==> src/rtl/ftcs_pkg.sv <==
// ----------------------------------------------------------------------------
// Floppy track cache sequencer package
// Shared constants, command and opcode codes, microcode words and the
// microprogram itself for the track cache sequencer.
// ----------------------------------------------------------------------------
package ftcs_pkg;

  // Geometry of the drive and widths of the request fields.
  localparam int SECTORS      = 11;
  localparam int TRACKS       = 160;
  localparam int SECTOR_BYTES = 512;
  localparam int TRK_W        = 8;
  localparam int SEC_W        = 4;
  localparam int OFF_W        = 9;
  localparam int CNT_W        = 10;
  localparam int UPC_W        = 5;

  localparam logic [SEC_W-1:0] LAST_SECTOR = SEC_W'(SECTORS - 1);
  localparam logic [TRK_W-1:0] PRECOMP_RESET = 8'd80;

  // Request operation codes.
  typedef enum logic [1:0] {
    OP_ACCESS = 2'd0,
    OP_IDLE   = 2'd1,
    OP_HOME   = 2'd2,
    OP_RSVD   = 2'd3
  } op_e;

  // Drive command codes.
  typedef enum logic [3:0] {
    CMD_MOTOR_ON    = 4'd0,
    CMD_MOTOR_OFF   = 4'd1,
    CMD_SIDE        = 4'd2,
    CMD_DIRECTION   = 4'd3,
    CMD_STEP        = 4'd4,
    CMD_READ_TRACK  = 4'd5,
    CMD_DECODE      = 4'd6,
    CMD_READ_BYTES  = 4'd7,
    CMD_WRITE_BYTES = 4'd8,
    CMD_ENCODE      = 4'd9,
    CMD_REALIGN     = 4'd10,
    CMD_WRITE_TRACK = 4'd11,
    CMD_HOME        = 4'd12,
    CMD_PROT_ERR    = 4'd13
  } cmd_e;

  // Datapath actions selected by a microcode word.
  typedef enum logic [4:0] {
    ACT_NOP,
    ACT_MOTOR_ON,
    ACT_MOTOR_OFF,
    ACT_POS_SIDE,
    ACT_POS_DIR,
    ACT_POS_STEP,
    ACT_READ_TRACK,
    ACT_DECODE,
    ACT_XFER,
    ACT_WT_BEGIN,
    ACT_ENCODE,
    ACT_REALIGN,
    ACT_WRITE_TRACK,
    ACT_DIR_OUT,
    ACT_HOME,
    ACT_DIR_IN,
    ACT_SIDE_LOW,
    ACT_FINISH
  } act_e;

  // Branch conditions of a microcode word.
  typedef enum logic [3:0] {
    C_NEVER,
    C_ALWAYS,
    C_BAD_RANGE,
    C_ZERO_CNT,
    C_HIT,
    C_WRAP,
    C_NO_FLUSH,
    C_PROT,
    C_ENC_MORE
  } cond_e;

  typedef logic [UPC_W-1:0] upc_t;

  // One microcode word: action, branch condition, target select, branch target.
  typedef struct packed {
    act_e  act;
    cond_e cond;
    logic  tsel;
    upc_t  target;
  } uword_t;

  // Status flags from the datapath that the branch logic tests.
  typedef struct packed {
    logic bad_range;
    logic zero_cnt;
    logic hit;
    logic wrap;
    logic no_flush;
    logic prot;
    logic enc_more;
  } flags_t;

  // Control from the sequencer to the datapath and output stage.
  typedef struct packed {
    logic exec;
    act_e act;
    logic tsel;
  } ctrl_t;

  // One drive command without its last mark.
  typedef struct packed {
    cmd_e              command;
    logic [TRK_W-1:0]  track;
    logic [SEC_W-1:0]  sector;
    logic [OFF_W-1:0]  offset;
    logic [CNT_W-1:0]  amount;
    logic              level;
  } cmd_t;

  typedef struct packed {
    logic valid;
    cmd_t cmd;
  } emit_t;

  // Microprogram addresses.
  localparam upc_t UA_ACCESS  = 5'd0;
  localparam upc_t UA_DEC     = 5'd8;
  localparam upc_t UA_ENDCHK  = 5'd11;
  localparam upc_t UA_WT      = 5'd12;
  localparam upc_t UA_ENC     = 5'd13;
  localparam upc_t UA_IDLE    = 5'd20;
  localparam upc_t UA_HOME    = 5'd21;
  localparam upc_t UA_END     = 5'd26;

  // Target select: request track or cached track.
  localparam logic TS_REQ    = 1'b0;
  localparam logic TS_CACHED = 1'b1;

  // Microprogram read-only table.
  function automatic uword_t ucode_rom(upc_t a);
    uword_t w;
    w = '{act: ACT_FINISH, cond: C_NEVER, tsel: TS_REQ, target: UA_END};
    case (a)
      // Sector access: checks, track load, decode, transfer and write-back checks.
      5'd0:  w = '{ACT_NOP,         C_BAD_RANGE, TS_REQ,    UA_END};
      5'd1:  w = '{ACT_NOP,         C_ZERO_CNT,  TS_REQ,    UA_ENDCHK};
      5'd2:  w = '{ACT_NOP,         C_HIT,       TS_REQ,    UA_DEC};
      5'd3:  w = '{ACT_MOTOR_ON,    C_NEVER,     TS_REQ,    UA_END};
      5'd4:  w = '{ACT_POS_SIDE,    C_NEVER,     TS_REQ,    UA_END};
      5'd5:  w = '{ACT_POS_DIR,     C_NEVER,     TS_REQ,    UA_END};
      5'd6:  w = '{ACT_POS_STEP,    C_NEVER,     TS_REQ,    UA_END};
      5'd7:  w = '{ACT_READ_TRACK,  C_NEVER,     TS_REQ,    UA_END};
      5'd8:  w = '{ACT_DECODE,      C_NEVER,     TS_REQ,    UA_END};
      5'd9:  w = '{ACT_XFER,        C_NEVER,     TS_REQ,    UA_END};
      5'd10: w = '{ACT_NOP,         C_WRAP,      TS_REQ,    UA_WT};
      5'd11: w = '{ACT_NOP,         C_NO_FLUSH,  TS_REQ,    UA_END};
      // Track write-back routine.
      5'd12: w = '{ACT_WT_BEGIN,    C_PROT,      TS_CACHED, UA_END};
      5'd13: w = '{ACT_ENCODE,      C_ENC_MORE,  TS_CACHED, UA_ENC};
      5'd14: w = '{ACT_REALIGN,     C_NEVER,     TS_CACHED, UA_END};
      5'd15: w = '{ACT_MOTOR_ON,    C_NEVER,     TS_CACHED, UA_END};
      5'd16: w = '{ACT_POS_SIDE,    C_NEVER,     TS_CACHED, UA_END};
      5'd17: w = '{ACT_POS_DIR,     C_NEVER,     TS_CACHED, UA_END};
      5'd18: w = '{ACT_POS_STEP,    C_NEVER,     TS_CACHED, UA_END};
      5'd19: w = '{ACT_WRITE_TRACK, C_ALWAYS,    TS_CACHED, UA_END};
      // Idle timeout.
      5'd20: w = '{ACT_MOTOR_OFF,   C_ALWAYS,    TS_REQ,    UA_END};
      // Home sequence.
      5'd21: w = '{ACT_MOTOR_ON,    C_NEVER,     TS_REQ,    UA_END};
      5'd22: w = '{ACT_DIR_OUT,     C_NEVER,     TS_REQ,    UA_END};
      5'd23: w = '{ACT_HOME,        C_NEVER,     TS_REQ,    UA_END};
      5'd24: w = '{ACT_DIR_IN,      C_NEVER,     TS_REQ,    UA_END};
      5'd25: w = '{ACT_SIDE_LOW,    C_ALWAYS,    TS_REQ,    UA_END};
      5'd26: w = '{ACT_FINISH,      C_NEVER,     TS_REQ,    UA_END};
      default: w = '{ACT_FINISH,    C_NEVER,     TS_REQ,    UA_END};
    endcase
    return w;
  endfunction

endpackage

==> src/rtl/ftcs_in_if.sv <==
// ----------------------------------------------------------------------------
// Access request channel
// Valid/ready channel that carries one sector piece access, timeout or home.
// ----------------------------------------------------------------------------
interface ftcs_in_if;
  logic       valid;
  logic       ready;
  logic [1:0] op;
  logic [7:0] track_number;
  logic [3:0] sector_number;
  logic [8:0] byte_offset;
  logic [9:0] byte_count;
  logic       is_write;
  logic       request_end;
  logic       write_protected;

  modport source (
    output valid, op, track_number, sector_number, byte_offset, byte_count,
           is_write, request_end, write_protected,
    input  ready
  );
  modport sink (
    input  valid, op, track_number, sector_number, byte_offset, byte_count,
           is_write, request_end, write_protected,
    output ready
  );
endinterface

==> src/rtl/ftcs_out_if.sv <==
// ----------------------------------------------------------------------------
// Drive command channel
// Valid/ready channel that carries one drive command with its last mark.
// ----------------------------------------------------------------------------
interface ftcs_out_if;
  logic       valid;
  logic       ready;
  logic [3:0] command;
  logic [7:0] cmd_track;
  logic [3:0] cmd_sector;
  logic [8:0] cmd_offset;
  logic [9:0] cmd_amount;
  logic       cmd_level;
  logic       last;

  modport source (
    output valid, command, cmd_track, cmd_sector, cmd_offset, cmd_amount,
           cmd_level, last,
    input  ready
  );
  modport sink (
    input  valid, command, cmd_track, cmd_sector, cmd_offset, cmd_amount,
           cmd_level, last,
    output ready
  );
endinterface

==> src/rtl/ftcs_cfg_if.sv <==
// ----------------------------------------------------------------------------
// Configuration write channel
// Valid/ready channel that writes the precompensation start track.
// ----------------------------------------------------------------------------
interface ftcs_cfg_if;
  logic       valid;
  logic       ready;
  logic [7:0] data;

  modport source (output valid, data, input ready);
  modport sink (input valid, data, output ready);
endinterface

==> src/rtl/ftcs_useq.sv <==
// ----------------------------------------------------------------------------
// Microcode sequencer
// Step counter, microprogram table and conditional branch logic.
// ----------------------------------------------------------------------------
module ftcs_useq
  import ftcs_pkg::*;
(
  input  logic   clk_i,
  input  logic   rst_ni,
  input  logic   start_i,
  input  op_e    op_i,
  input  flags_t flags_i,
  input  logic   ok_i,
  output logic   busy_o,
  output ctrl_t  ctrl_o
);

  logic   busy_q, busy_d;
  upc_t   pc_q, pc_d;
  uword_t word;
  logic   take;
  logic   exec;

  assign word   = ucode_rom(pc_q);
  assign exec   = busy_q && ok_i;
  assign busy_o = busy_q;
  assign ctrl_o = '{exec: exec, act: word.act, tsel: word.tsel};

  // Branch condition select.
  always_comb begin
    case (word.cond)
      C_NEVER:     take = 1'b0;
      C_ALWAYS:    take = 1'b1;
      C_BAD_RANGE: take = flags_i.bad_range;
      C_ZERO_CNT:  take = flags_i.zero_cnt;
      C_HIT:       take = flags_i.hit;
      C_WRAP:      take = flags_i.wrap;
      C_NO_FLUSH:  take = flags_i.no_flush;
      C_PROT:      take = flags_i.prot;
      C_ENC_MORE:  take = flags_i.enc_more;
      default:     take = 1'b0;
    endcase
  end

  // Dispatch on a new request, then step or branch each cycle not stalled by the output.
  always_comb begin
    busy_d = busy_q;
    pc_d   = pc_q;
    if (start_i) begin
      busy_d = 1'b1;
      case (op_i)
        OP_ACCESS: pc_d = UA_ACCESS;
        OP_IDLE:   pc_d = UA_IDLE;
        OP_HOME:   pc_d = UA_HOME;
        default:   pc_d = UA_END;
      endcase
    end else if (exec) begin
      if (word.act == ACT_FINISH) begin
        busy_d = 1'b0;
      end else if (take) begin
        pc_d = word.target;
      end else begin
        pc_d = pc_q + upc_t'(1);
      end
    end
  end

  always_ff @(posedge clk_i or negedge rst_ni) begin
    if (!rst_ni) begin
      busy_q <= 1'b0;
      pc_q   <= UA_END;
    end else begin
      busy_q <= busy_d;
      pc_q   <= pc_d;
    end
  end

endmodule

==> src/rtl/ftcs_datapath.sv <==
// ----------------------------------------------------------------------------
// Sequencer datapath
// Request latch, cache and drive state, and the command generator that the
// microcode actions drive.
// ----------------------------------------------------------------------------
module ftcs_datapath
  import ftcs_pkg::*;
(
  input  logic             clk_i,
  input  logic             rst_ni,
  input  logic             start_i,
  input  logic [TRK_W-1:0] trk_i,
  input  logic [SEC_W-1:0] sec_i,
  input  logic [OFF_W-1:0] off_i,
  input  logic [CNT_W-1:0] cnt_i,
  input  logic             wr_i,
  input  logic             end_i,
  input  logic             prot_i,
  input  logic             cfg_we_i,
  input  logic [TRK_W-1:0] cfg_data_i,
  input  ctrl_t            ctrl_i,
  output flags_t           flags_o,
  output emit_t            emit_o
);

  // Latched request fields.
  logic [TRK_W-1:0] trk_q;
  logic [SEC_W-1:0] sec_q;
  logic [OFF_W-1:0] off_q;
  logic [CNT_W-1:0] cnt_q;
  logic             wr_q, end_q, prot_q;

  // Cache and drive state.
  logic [TRK_W-1:0]   precomp_q;
  logic [TRK_W-1:0]   cached_q, cached_d;
  logic               valid_q, valid_d;
  logic [TRK_W-1:0]   head_q, head_d;
  logic               motor_q, motor_d;
  logic [SECTORS-1:0] decoded_q, decoded_d;
  logic [SECTORS-1:0] dirty_q, dirty_d;
  logic               pending_q, pending_d;
  logic [SEC_W-1:0]   enc_q, enc_d;

  logic [TRK_W-1:0] tgt;
  logic [TRK_W-1:0] diff;
  logic             tgt_above;
  logic [CNT_W-1:0] room;
  logic [CNT_W-1:0] clipped;

  // Request capture.
  always_ff @(posedge clk_i) begin
    if (start_i) begin
      trk_q  <= trk_i;
      sec_q  <= sec_i;
      off_q  <= off_i;
      cnt_q  <= cnt_i;
      wr_q   <= wr_i;
      end_q  <= end_i;
      prot_q <= prot_i;
    end
  end

  // Positioning target and byte count clipping.
  assign tgt       = (ctrl_i.tsel == TS_CACHED) ? cached_q : trk_q;
  assign tgt_above = tgt > head_q;
  assign diff      = tgt_above ? (tgt - head_q) : (head_q - tgt);
  assign room      = CNT_W'(SECTOR_BYTES) - {1'b0, off_q};
  assign clipped   = (cnt_q > room) ? room : cnt_q;

  // Branch flags.
  assign flags_o.bad_range = (trk_q >= TRK_W'(TRACKS)) || (sec_q >= SEC_W'(SECTORS)) ||
                             ({1'b0, off_q} >= CNT_W'(SECTOR_BYTES));
  assign flags_o.zero_cnt  = (cnt_q == '0);
  assign flags_o.hit       = valid_q && (cached_q == trk_q);
  assign flags_o.wrap      = (sec_q == LAST_SECTOR) && pending_q;
  assign flags_o.no_flush  = !(end_q && pending_q);
  assign flags_o.prot      = prot_q;
  assign flags_o.enc_more  = (enc_q != LAST_SECTOR);

  // Action decode: next state and the command to emit.
  always_comb begin
    cached_d  = cached_q;
    valid_d   = valid_q;
    head_d    = head_q;
    motor_d   = motor_q;
    decoded_d = decoded_q;
    dirty_d   = dirty_q;
    pending_d = pending_q;
    enc_d     = enc_q;
    emit_o    = '0;
    if (ctrl_i.exec) begin
      case (ctrl_i.act)
        ACT_MOTOR_ON: begin
          if (!motor_q) begin
            emit_o.valid       = 1'b1;
            emit_o.cmd.command = CMD_MOTOR_ON;
            motor_d            = 1'b1;
          end
        end
        ACT_MOTOR_OFF: begin
          if (motor_q) begin
            emit_o.valid       = 1'b1;
            emit_o.cmd.command = CMD_MOTOR_OFF;
            motor_d            = 1'b0;
          end
        end
        ACT_POS_SIDE: begin
          if (tgt[0] != head_q[0]) begin
            emit_o.valid       = 1'b1;
            emit_o.cmd.command = CMD_SIDE;
            emit_o.cmd.level   = tgt[0];
            head_d             = tgt[0] ? (head_q + TRK_W'(1)) : (head_q - TRK_W'(1));
          end
        end
        ACT_POS_DIR: begin
          if (tgt != head_q) begin
            emit_o.valid       = 1'b1;
            emit_o.cmd.command = CMD_DIRECTION;
            emit_o.cmd.level   = tgt_above;
          end
        end
        ACT_POS_STEP: begin
          if (tgt != head_q) begin
            emit_o.valid       = 1'b1;
            emit_o.cmd.command = CMD_STEP;
            emit_o.cmd.amount  = CNT_W'(diff[TRK_W-1:1]);
            head_d             = tgt;
          end
        end
        ACT_READ_TRACK: begin
          emit_o.valid       = 1'b1;
          emit_o.cmd.command = CMD_READ_TRACK;
          emit_o.cmd.track   = trk_q;
          emit_o.cmd.level   = (trk_q >= precomp_q);
          cached_d           = trk_q;
          valid_d            = 1'b1;
          decoded_d          = '0;
          dirty_d            = '0;
        end
        ACT_DECODE: begin
          if (!decoded_q[sec_q]) begin
            emit_o.valid       = 1'b1;
            emit_o.cmd.command = CMD_DECODE;
            emit_o.cmd.sector  = sec_q;
            decoded_d[sec_q]   = 1'b1;
          end
        end
        ACT_XFER: begin
          emit_o.valid       = 1'b1;
          emit_o.cmd.command = wr_q ? CMD_WRITE_BYTES : CMD_READ_BYTES;
          emit_o.cmd.sector  = sec_q;
          emit_o.cmd.offset  = off_q;
          emit_o.cmd.amount  = clipped;
          if (wr_q) begin
            dirty_d[sec_q] = 1'b1;
            pending_d      = 1'b1;
          end
        end
        ACT_WT_BEGIN: begin
          pending_d = 1'b0;
          enc_d     = '0;
          if (prot_q) begin
            emit_o.valid       = 1'b1;
            emit_o.cmd.command = CMD_PROT_ERR;
            emit_o.cmd.track   = cached_q;
          end
        end
        ACT_ENCODE: begin
          if (dirty_q[enc_q]) begin
            emit_o.valid       = 1'b1;
            emit_o.cmd.command = CMD_ENCODE;
            emit_o.cmd.sector  = enc_q;
            dirty_d[enc_q]     = 1'b0;
          end
          enc_d = enc_q + SEC_W'(1);
        end
        ACT_REALIGN: begin
          emit_o.valid       = 1'b1;
          emit_o.cmd.command = CMD_REALIGN;
        end
        ACT_WRITE_TRACK: begin
          emit_o.valid       = 1'b1;
          emit_o.cmd.command = CMD_WRITE_TRACK;
          emit_o.cmd.track   = cached_q;
          emit_o.cmd.level   = (cached_q >= precomp_q);
        end
        ACT_DIR_OUT: begin
          emit_o.valid       = 1'b1;
          emit_o.cmd.command = CMD_DIRECTION;
        end
        ACT_HOME: begin
          emit_o.valid       = 1'b1;
          emit_o.cmd.command = CMD_HOME;
        end
        ACT_DIR_IN: begin
          emit_o.valid       = 1'b1;
          emit_o.cmd.command = CMD_DIRECTION;
          emit_o.cmd.level   = 1'b1;
        end
        ACT_SIDE_LOW: begin
          emit_o.valid       = 1'b1;
          emit_o.cmd.command = CMD_SIDE;
          head_d             = '0;
        end
        default: begin
        end
      endcase
    end
  end

  // State registers.
  always_ff @(posedge clk_i or negedge rst_ni) begin
    if (!rst_ni) begin
      precomp_q <= PRECOMP_RESET;
      cached_q  <= '0;
      valid_q   <= 1'b0;
      head_q    <= '0;
      motor_q   <= 1'b0;
      decoded_q <= '0;
      dirty_q   <= '0;
      pending_q <= 1'b0;
      enc_q     <= '0;
    end else begin
      if (cfg_we_i) begin
        precomp_q <= cfg_data_i;
      end
      cached_q  <= cached_d;
      valid_q   <= valid_d;
      head_q    <= head_d;
      motor_q   <= motor_d;
      decoded_q <= decoded_d;
      dirty_q   <= dirty_d;
      pending_q <= pending_d;
      enc_q     <= enc_d;
    end
  end

endmodule

==> src/rtl/ftcs_out_stage.sv <==
// ----------------------------------------------------------------------------
// Command output stage
// Holds the newest command back by one so that the last command of a request
// can be marked, and drives the output register of the command channel.
// ----------------------------------------------------------------------------
module ftcs_out_stage
  import ftcs_pkg::*;
(
  input  logic  clk_i,
  input  logic  rst_ni,
  input  emit_t emit_i,
  input  logic  finish_i,
  input  logic  out_ready_i,
  output logic  ok_o,
  output logic  out_valid_o,
  output cmd_t  out_cmd_o,
  output logic  out_last_o
);

  logic pend_v_q, pend_v_d;
  cmd_t pend_q, pend_d;
  logic out_v_q, out_v_d;
  cmd_t out_q, out_d;
  logic last_q, last_d;
  logic out_free;

  assign out_free    = !out_v_q || out_ready_i;
  assign ok_o        = !pend_v_q || out_free;
  assign out_valid_o = out_v_q;
  assign out_cmd_o   = out_q;
  assign out_last_o  = last_q;

  // Hold-back and output register update.
  always_comb begin
    pend_v_d = pend_v_q;
    pend_d   = pend_q;
    out_v_d  = out_v_q && !out_ready_i;
    out_d    = out_q;
    last_d   = last_q;
    if (emit_i.valid) begin
      if (pend_v_q) begin
        out_v_d = 1'b1;
        out_d   = pend_q;
        last_d  = 1'b0;
      end
      pend_v_d = 1'b1;
      pend_d   = emit_i.cmd;
    end else if (finish_i && pend_v_q) begin
      out_v_d  = 1'b1;
      out_d    = pend_q;
      last_d   = 1'b1;
      pend_v_d = 1'b0;
    end
  end

  always_ff @(posedge clk_i or negedge rst_ni) begin
    if (!rst_ni) begin
      pend_v_q <= 1'b0;
      out_v_q  <= 1'b0;
    end else begin
      pend_v_q <= pend_v_d;
      out_v_q  <= out_v_d;
    end
  end

  always_ff @(posedge clk_i) begin
    pend_q <= pend_d;
    out_q  <= out_d;
    last_q <= last_d;
  end

endmodule

==> src/rtl/floppy_track_cache_sequencer_unit.sv <==
// ----------------------------------------------------------------------------
// Floppy track cache sequencer
// Microcoded sequencer that turns sector piece accesses, idle timeouts and
// home events into an ordered stream of drive commands.
// ----------------------------------------------------------------------------
// Throughput: one microcode step per cycle while the output stage is not stalled;
// the 11-step encode loop dominates a track write.
// A request is taken only when the sequencer is idle; output stalls stop it.
// Reset: cache invalid, motor off, head at track zero, precompensation from 80.
// ----------------------------------------------------------------------------
module floppy_track_cache_sequencer_unit
  import ftcs_pkg::*;
(
  input  logic         clk_i,
  input  logic         rst_ni,
  ftcs_in_if.sink      req_i,
  ftcs_out_if.source   rsp_o,
  ftcs_cfg_if.sink     cfg_i
);

  logic   start;
  logic   busy;
  logic   ok;
  flags_t flags;
  ctrl_t  ctrl;
  emit_t  emit;
  cmd_t   out_cmd;
  op_e    op;

  // Request and configuration handshakes.
  assign req_i.ready = !busy;
  assign start       = req_i.valid && !busy;
  assign op          = op_e'(req_i.op);
  assign cfg_i.ready = 1'b1;

  // Step counter and microprogram.
  ftcs_useq u_useq (
    .clk_i   (clk_i),
    .rst_ni  (rst_ni),
    .start_i (start),
    .op_i    (op),
    .flags_i (flags),
    .ok_i    (ok),
    .busy_o  (busy),
    .ctrl_o  (ctrl)
  );

  // Cache state and command generation.
  ftcs_datapath u_datapath (
    .clk_i      (clk_i),
    .rst_ni     (rst_ni),
    .start_i    (start),
    .trk_i      (req_i.track_number),
    .sec_i      (req_i.sector_number),
    .off_i      (req_i.byte_offset),
    .cnt_i      (req_i.byte_count),
    .wr_i       (req_i.is_write),
    .end_i      (req_i.request_end),
    .prot_i     (req_i.write_protected),
    .cfg_we_i   (cfg_i.valid),
    .cfg_data_i (cfg_i.data),
    .ctrl_i     (ctrl),
    .flags_o    (flags),
    .emit_o     (emit)
  );

  // Last-mark hold-back and output register.
  ftcs_out_stage u_out_stage (
    .clk_i       (clk_i),
    .rst_ni      (rst_ni),
    .emit_i      (emit),
    .finish_i    (ctrl.exec && (ctrl.act == ACT_FINISH)),
    .out_ready_i (rsp_o.ready),
    .ok_o        (ok),
    .out_valid_o (rsp_o.valid),
    .out_cmd_o   (out_cmd),
    .out_last_o  (rsp_o.last)
  );

  assign rsp_o.command    = out_cmd.command;
  assign rsp_o.cmd_track  = out_cmd.track;
  assign rsp_o.cmd_sector = out_cmd.sector;
  assign rsp_o.cmd_offset = out_cmd.offset;
  assign rsp_o.cmd_amount = out_cmd.amount;
  assign rsp_o.cmd_level  = out_cmd.level;

endmodule

==> src/flat_wrapper.sv <==
// flat-port wrapper written by rule: the top's interface ports become plain ports
module floppy_track_cache_sequencer_unit_flat import ftcs_pkg::*;
  (clk_i, rst_ni, req_i_valid, req_i_op, req_i_track_number, req_i_sector_number, req_i_byte_offset, req_i_byte_count, req_i_is_write, req_i_request_end, req_i_write_protected, req_i_ready, rsp_o_valid, rsp_o_command, rsp_o_cmd_track, rsp_o_cmd_sector, rsp_o_cmd_offset, rsp_o_cmd_amount, rsp_o_cmd_level, rsp_o_last, rsp_o_ready, cfg_i_valid, cfg_i_data, cfg_i_ready);
  ftcs_in_if req_i_i ();
  ftcs_out_if rsp_o_i ();
  ftcs_cfg_if cfg_i_i ();
  input  logic clk_i;
  input  logic rst_ni;
  input wire logic [$bits(req_i_i.valid)-1:0] req_i_valid;
  input wire logic [$bits(req_i_i.op)-1:0] req_i_op;
  input wire logic [$bits(req_i_i.track_number)-1:0] req_i_track_number;
  input wire logic [$bits(req_i_i.sector_number)-1:0] req_i_sector_number;
  input wire logic [$bits(req_i_i.byte_offset)-1:0] req_i_byte_offset;
  input wire logic [$bits(req_i_i.byte_count)-1:0] req_i_byte_count;
  input wire logic [$bits(req_i_i.is_write)-1:0] req_i_is_write;
  input wire logic [$bits(req_i_i.request_end)-1:0] req_i_request_end;
  input wire logic [$bits(req_i_i.write_protected)-1:0] req_i_write_protected;
  output wire logic [$bits(req_i_i.ready)-1:0] req_i_ready;
  output wire logic [$bits(rsp_o_i.valid)-1:0] rsp_o_valid;
  output wire logic [$bits(rsp_o_i.command)-1:0] rsp_o_command;
  output wire logic [$bits(rsp_o_i.cmd_track)-1:0] rsp_o_cmd_track;
  output wire logic [$bits(rsp_o_i.cmd_sector)-1:0] rsp_o_cmd_sector;
  output wire logic [$bits(rsp_o_i.cmd_offset)-1:0] rsp_o_cmd_offset;
  output wire logic [$bits(rsp_o_i.cmd_amount)-1:0] rsp_o_cmd_amount;
  output wire logic [$bits(rsp_o_i.cmd_level)-1:0] rsp_o_cmd_level;
  output wire logic [$bits(rsp_o_i.last)-1:0] rsp_o_last;
  input wire logic [$bits(rsp_o_i.ready)-1:0] rsp_o_ready;
  input wire logic [$bits(cfg_i_i.valid)-1:0] cfg_i_valid;
  input wire logic [$bits(cfg_i_i.data)-1:0] cfg_i_data;
  output wire logic [$bits(cfg_i_i.ready)-1:0] cfg_i_ready;
  assign req_i_i.valid = req_i_valid;
  assign req_i_i.op = req_i_op;
  assign req_i_i.track_number = req_i_track_number;
  assign req_i_i.sector_number = req_i_sector_number;
  assign req_i_i.byte_offset = req_i_byte_offset;
  assign req_i_i.byte_count = req_i_byte_count;
  assign req_i_i.is_write = req_i_is_write;
  assign req_i_i.request_end = req_i_request_end;
  assign req_i_i.write_protected = req_i_write_protected;
  assign req_i_ready = req_i_i.ready;
  assign rsp_o_valid = rsp_o_i.valid;
  assign rsp_o_command = rsp_o_i.command;
  assign rsp_o_cmd_track = rsp_o_i.cmd_track;
  assign rsp_o_cmd_sector = rsp_o_i.cmd_sector;
  assign rsp_o_cmd_offset = rsp_o_i.cmd_offset;
  assign rsp_o_cmd_amount = rsp_o_i.cmd_amount;
  assign rsp_o_cmd_level = rsp_o_i.cmd_level;
  assign rsp_o_last = rsp_o_i.last;
  assign rsp_o_i.ready = rsp_o_ready;
  assign cfg_i_i.valid = cfg_i_valid;
  assign cfg_i_i.data = cfg_i_data;
  assign cfg_i_ready = cfg_i_i.ready;
  floppy_track_cache_sequencer_unit u_core (.clk_i(clk_i), .rst_ni(rst_ni), .req_i(req_i_i), .rsp_o(rsp_o_i), .cfg_i(cfg_i_i));
endmodule
==> config.mk <==
export PLATFORM = sky130hd
export DESIGN_NAME = floppy_track_cache_sequencer_unit_flat
export DESIGN_NICKNAME = d
export VERILOG_FILES = /design/src/rtl/ftcs_pkg.sv /design/src/rtl/ftcs_in_if.sv /design/src/rtl/ftcs_out_if.sv /design/src/rtl/ftcs_cfg_if.sv /design/src/rtl/ftcs_useq.sv /design/src/rtl/ftcs_datapath.sv /design/src/rtl/ftcs_out_stage.sv /design/src/rtl/floppy_track_cache_sequencer_unit.sv /design/src/flat_wrapper.sv
export SDC_FILE = /design/constraint.sdc
export NUM_CORES = 1
export LEC_CHECK = 0
export ABC_AREA = 1
export CAP_MARGIN = 40
export CORE_ASPECT_RATIO = 0.5
export CORE_UTILIZATION = 60
export CTS_CLUSTER_DIAMETER = 30
export DETAILED_ROUTE_END_ITERATION = 16
export DONT_BUFFER_PORTS = 1
export PLACE_DENSITY = 0.76
export SYNTH_ARGS = -nofsm -noshare
export SYNTH_HDL_FRONTEND = slang
export SYNTH_SLANG_ARGS = --single-unit
export TNS_END_PERCENT = 100
==> constraint.sdc <==
create_clock -name clk_i -period 10.6 [get_ports clk_i]
set_clock_uncertainty 0.2 [all_clocks]
set_input_delay 0.53 -clock clk_i [delete_from_list [all_inputs] [get_ports clk_i]]
set_output_delay 0.53 -clock clk_i [all_outputs]
set_load 0.01 [all_outputs]
### After elaboration in Yosys (flattened, before gate mapping)

Memories as Yosys holds them, arrays and structs flattened.
Index checks and enable logic that the tools add are counted.

| operators by class | value |
|---|---|
| bitwise operators | 4 |
| eq/ne operators | 39 |
| add/sub/neg operators | 7 |
| reductions and logical operators | 41 |
| multiplexer cells | 65 |
| $lt $le $gt $ge | 10 |

Operators with widths:

| kind | count |
|---|---|
| $mux W36 | 3 |
| $pmux W5 S15 | 1 |
| $mux W5 | 11 |
| $pmux W8 S3 | 2 |
| $eq A5 B4 Y1 const B | 8 |
| $mux W8 | 5 |
| $mux W37 | 1 |
| $mux W11 | 3 |
| $pmux W11 S3 | 1 |
| $or A11 B11 Y11 | 2 |
| $pmux W11 S2 | 1 |
| $eq A5 B3 Y1 const B | 4 |
| $pmux W10 S2 | 1 |
| $mux W1 | 18 |
| $eq A4 B3 Y1 const B | 4 |
| $ge A8 B8 Y1 | 2 |
| $sub A8 B8 Y8 | 2 |
| $pmux W5 S3 | 1 |
| $reduce_and A2 Y1 | 7 |
| $reduce_bool A2 Y1 | 7 |
| $mux W13 | 1 |
| $mux W4 | 3 |
| $ne A2 B2 Y1 const B | 6 |
| $pmux W4 S3 | 1 |
| other kinds (44) | 71 |

| word-level totals | value |
|---|---|
| output and inout bits | 40 |
| input bits | 49 |
| bits in read-only memories | 448 |
| memories kept | 1 |
| register bits | 168 |

Memory list:

| name | depth | bits a word | read ports | clocked after memory_dff | write ports | line | source |
|---|---|---|---|---|---|---|---|
| (name not given) | 32 | 14 | 1 | 0 | 0 | ftcs_pkg.sv:143 | `case (a)` |

### Depth between registers and ports, before layout

An unclocked memory read counts as a cell.

| logic depth | value |
|---|---|
| word-level depth | 9 |
| mapped depth | 22 |
| gate-level depth less buffers | 19 |

### By module

From an unflattened synthesis, not the netlist that was laid out.

| unflattened totals | value |
|---|---|
| cell total of the unflattened synthesis | 1,245 |
| area, all modules | 10,448.8 um^2 |

By module, submodules not included:

| module | seq. area each (um^2) | times used | area an instance (um^2) | cells an instance |
|---|---|---|---|---|
| ftcs_datapath | 2,349.8 | 1 | 6,937.9 | 984 |
| ftcs_out_stage | 2,242.2 | 1 | 2,287.2 | 84 |
| ftcs_useq | 153.9 | 1 | 1,172.4 | 165 |
| floppy_track_cache_sequencer_unit | 0.0 | 1 | 51.3 | 12 |

### Worst setup path before layout

No wires, ideal clock.

| path | value |
|---|---|
| path kind | register -> register |
| start | reg u_core.u_useq.pc_q[4] |
| end | reg u_core.u_out_stage.out_q (netlist bit u_core.u_out_stage.out_cmd_o[0]) (enable) |
| path slack | 6.659 ns |
| arrival time | 3.230 ns |
| stages on the path, launching flop included | 20 |
| setup time | 0.511 ns |
| path buffers | 2 |
| cell sequence | dfstp_2 buf_2 nand2_2 nand2_2 inv_1 o21ai_0 inv_1 ha_1 buf_2 nand2_1 nor3_1 nand4_1 nand3_1 nand2_1 inv_1 nand2_1 nor2_1 nand2_1 nand3_1 nand2_1 |

| between the ends | value |
|---|---|
| longest elaborated chain between the ends | 8 |

RTL lines:

| item | line | source |
|---|---|---|
| start, declared | ftcs_useq.sv:19 | `upc_t pc_q, pc_d;` |
| start signal, assigned | ftcs_useq.sv:74 | `pc_q <= pc_d;` |
| $mem_v2 Z32 W14 * | - |  |
| $mux W8 | ftcs_datapath.sv:64 | `assign tgt = (ctrl_i.tsel == TS_CACHED) ? cached_q : trk_q;` |
| $ne A8 B8 Y1 / $ne A1 B1 Y1 (equally long branches) | ftcs_datapath.sv:116, ftcs_datapath.sv:123, ftcs_datapath.sv:108 |  |
| $mux W5 (on tied branches) | ftcs_datapath.sv:123, ftcs_datapath.sv:108, ftcs_datapath.sv:116 |  |
| $pmux W5 S15 | ftcs_datapath.sv:92 | `case (ctrl_i.act)` |
| $mux W37 | ftcs_datapath.sv:91 | `if (ctrl_i.exec) begin` |
| $ne A2 B2 Y1 (no line) / $reduce_bool A2 Y1 (equally long branches) | - |  |
| $reduce_and A2 Y1 (no line) * | - |  |
| end signal, assigned | ftcs_out_stage.sv:68 | `out_q <= out_d;` |
| end, declared | ftcs_out_stage.sv:23 | `cmd_t out_q, out_d;` |

Mark *: on every way between the ends. The rest lies on a longest branch, timed or not.
A chain may end at the register's enable or synchronous reset.

### Final worst setup path

| path | value |
|---|---|
| start | reg u_core.u_useq.pc_q[3] |
| end | reg u_core.u_out_stage.pend_q[26] (netlist bit) (enable) |

| between the ends | value |
|---|---|
| longest elaborated chain between the ends | 6 |

RTL lines:

| item | line | source |
|---|---|---|
| $mem_v2 Z32 W14 * | - |  |
| $mux W8 | ftcs_datapath.sv:64 |  |
| $ne A8 B8 Y1 / $ne A1 B1 Y1 (equally long branches) | ftcs_datapath.sv:116, ftcs_datapath.sv:123, ftcs_datapath.sv:108 |  |
| $mux W5 (on tied branches) | ftcs_datapath.sv:123, ftcs_datapath.sv:108, ftcs_datapath.sv:116 |  |
| $pmux W5 S15 * | ftcs_datapath.sv:92 |  |
| $mux W37 * | ftcs_datapath.sv:91 |  |
| end signal, assigned | ftcs_out_stage.sv:67 | `pend_q <= pend_d;` |
| end, declared | ftcs_out_stage.sv:21 | `cmd_t pend_q, pend_d;` |

Marks and branches as above.

==> results.md <==
* Drt wl/cell at 17.29 um
* Vias in the first global route at 8032
* Placer Congestion at about 0.94
* Ys async rst share at 0.3631
* Synth warn at 0
* H-tree lvl count at 4
* Post-CTS Setup Repair Bufs at 0
* Core area at 16390 um2
* Number of hold buffers added after CTS at 37
* DP HPWL at around 18 mm
* CTS Buf Count at 17
* Fmax at around 0.23 GHz
* Final instance area at ~11000 um2
* Syn Nets at 1287
* Nets@finish at 1321
* Leak at roughly 0.005 uW
* Cell taking the most area after synthesis: edfxtp_1
* Vias per Instance at approximately 5.8
* GRT Resource Usage Total at 0.3038
* Max clock buf depth at 2
* Clk slew on worst S/H paths at 0.07 ns
* Hold slack at roughly 0.0067 ns
* Slew HR at 0.5622
* Critical path peak fanout at 32
* First-pass GRT wire length at between 40 and 50 mm
* Yosys top cell area share at 0.3185
* Die width at approximately 190 um
* Clock sinks at around 170
* Critical path class: flop to flop
* Post-Syn Area at roughly 10000 um2
* # port buffers at 0
* Initial core utilization at 0.6155
* P&R area growth vs syn at 10.95%
* Hold path cells at 2
* FP Rows at 33
* Peak VDD IR at 0.0002034 V
* Fraction of layout cells with a size suffix above 1 at 0.09365
* Setup tns final at 0 ns
* Largest net degree at the start of global routing at 62
* Die ar. at approximately 17000 um2
* Avg Cell Area, Syn at between 8 and 9 um2
* Synth top cells by count: nand2_1, inv_1, nor2_1, edfxtp_1, o21ai_0
* Hold Path Class: primary input to flop
* PwrDens at 360.1 nW/um2
* Actual slew at the worst max-slew pin at approximately 0.66 ns
* Initial antenna violation count at 0
* Total Wirelength at between 20 and 30 mm
* Initial DRT Pass Iterations at 7
* Area contributors post-synth: edfxtp_1, dfrtp_1, nand2_1
* Period utilization at 0.4170
* Post-synth top flop: edfxtp_1
* Hold Vio Cnt, Final at 0
* Maxcap violations at 0
* Yosys reg bits at 168
* Startpoint types: flop
* GRT overflow at 0
* Die Y at 93.70 um
* Final Slew Violations at 0
* Crit path capture type: flop
* Setup violators final at 0
* Post-synthesis sequential area ratio at 0.4704
* DR iter-0 viols at 860
* WP data required at about 11 ns
* Via count at 8411
* CTS tree: done
* R2R depth at 18
* # DRC at 0
* Fillers at around 1300
* Status: complete, no violations
* Synth cell types at between 50 and 60
* Gate Count Post-Synth at approximately 1200
* Post_cts resized at 0
* Final Core Density at 0.6829
* Fin crit period at between 4 and 5 ns
* RSZ-0062 raised after global routing: false
* EDFF count, synth at approximately 110
* # IOs at between 80 and 90
* Final ANT Viol Nets at 0
* Dpl cell area at about 10000 um2
* Worst-Skew Late Latency at about 0.44 ns
* Most frequent cell after synthesis: nand2_1
* CTS root buf: clkbuf_16
* CP arrival at between 4 and 5 ns
## registers in the layout, summed over array words and instances, names as in the netlist, 8 cells and up
name                          count
u_core.u_datapath.cached_q        8
u_core.u_datapath.cnt_q          10
u_core.u_datapath.decoded_q      11
u_core.u_datapath.dirty_q        11
u_core.u_datapath.head_q          8
u_core.u_datapath.off_q           9
u_core.u_datapath.precomp_q       8
u_core.u_datapath.trk_q           8
u_core.u_out_stage.out_cmd_o     36
u_core.u_out_stage.pend_q        36
## logic make-up after synthesis
kind of cell	after synthesis	synth area share
buffers and inverters	201	0.08470
xor gates and xnor gates	24	0.02083
DFF	168	0.4704
adders and majority gates	57	0.07217
and+or+nand+nor	493	0.2194
muxes	1	0.001116
other	1	0.0003717
AOI/OAI and AO/OA	236	0.1311
## placed cells by master, fill, tap and decap left out, types with 10 or more instances in the layout
cell type	instances
nand2_1	237
inv_1	162
nor2_1	110
edfxtp_1	107
o21ai_0	94
nand3_1	73
a21oi_1	65
dfrtp_1	56
ha_1	55
dlygate4sd3_1	36
nand2_2	20
xor2_1	19
o21ai_1	17
clkbuf_16	17
o22ai_1	16
o211ai_1	12
nand4_1	12
nor3_1	10
## cell type report
| class | count | area, um2 | share of cell area |
|---|---|---|---|
| multi-input cells | 812 | 4489 | 0.4010 |
| clock inverters | 15 | 153.9 | 0.01375 |
| inverters | 174 | 664.4 | 0.05935 |
| repair buffers | 42 | 429.2 | 0.03834 |
| well taps | 227 | 284.0 | 0.02537 |
| clock buffers | 17 | 425.4 | 0.03800 |
| flip-flops and latches | 168 | 4746 | 0.4239 |
| diodes | 1 | 2.502 | 0.0002235 |
## through the flow
step | setup slack [ns] | power [uW] | instances
after floorplan | 6.659 | 2885 | 1181
after global placement | 6.443 | 3311 | 1385
after detailed placement | 6.304 | 3359 | 1386
after CTS | 6.252 | 4004 | 1455
after global routing | 5.796 | 4347 | 1455
final | 6.179 | 4032 | 1456
## worst max-delay path, stage by stage (launching register included)
cell and delay (ns):
dfstp_2 0.82, nand3_2 0.18, nand2_2 0.28, inv_1 0.09, o21ai_0 0.30, inv_1 0.08
ha_1 0.45, nand2_1 0.15, nor3_1 0.21, nand4_1 0.29, nand3_1 0.24, nand2_1 0.07
inv_1 0.05, nand2_1 0.04, nor2_1 0.08, nand2_1 0.08, nand2_2 0.08, inv_1 0.11
buf_4 0.29
## metal layers
metal / track usage / vias to the layer above / routed length, um
li1: - / 4008 / -
met1: 0.4183 / 3971 / 11330
met2: 0.4800 / 381 / 11380
met3: 0.05930 / 51 / 2013
met4: 0.1061 / 0 / 452
met5: 0 / - / 0
## power by group
part	leakage (uW)	internal (uW)	switching (uW)
logic	0.00298	607	1430
registers	0.00176	1150	225
clock network	0.000277	333	290
total	0.00501	2090	1950
## path summary, 6_finish.rpt
check                                                       startpoint                                           to  slack [ns]
setup / recovery                     u_core.u_useq.pc_q[3]$_DFFE_PN1P_  u_core.u_out_stage.pend_q[26]$_SDFFCE_PN0P_        6.18
hold / removal                                             cfg_i_valid   u_core.u_datapath.precomp_q[1]$_DFFE_PN0P_       0.007
setup reg to reg                     u_core.u_useq.pc_q[3]$_DFFE_PN1P_  u_core.u_out_stage.pend_q[26]$_SDFFCE_PN0P_        6.18
hold reg to reg            u_core.u_out_stage.pend_q[14]$_SDFFCE_PN0P_   u_core.u_out_stage.out_cmd_o[14]$_DFFE_PP_        0.22
max in group asynchronous                                       rst_ni            u_core.u_useq.pc_q[3]$_DFFE_PN1P_        9.41
min in group asynchronous                                       rst_ni    u_core.u_datapath.cached_q[6]$_DFFE_PN0P_        0.46
Power figures use the tool's default switching activity.
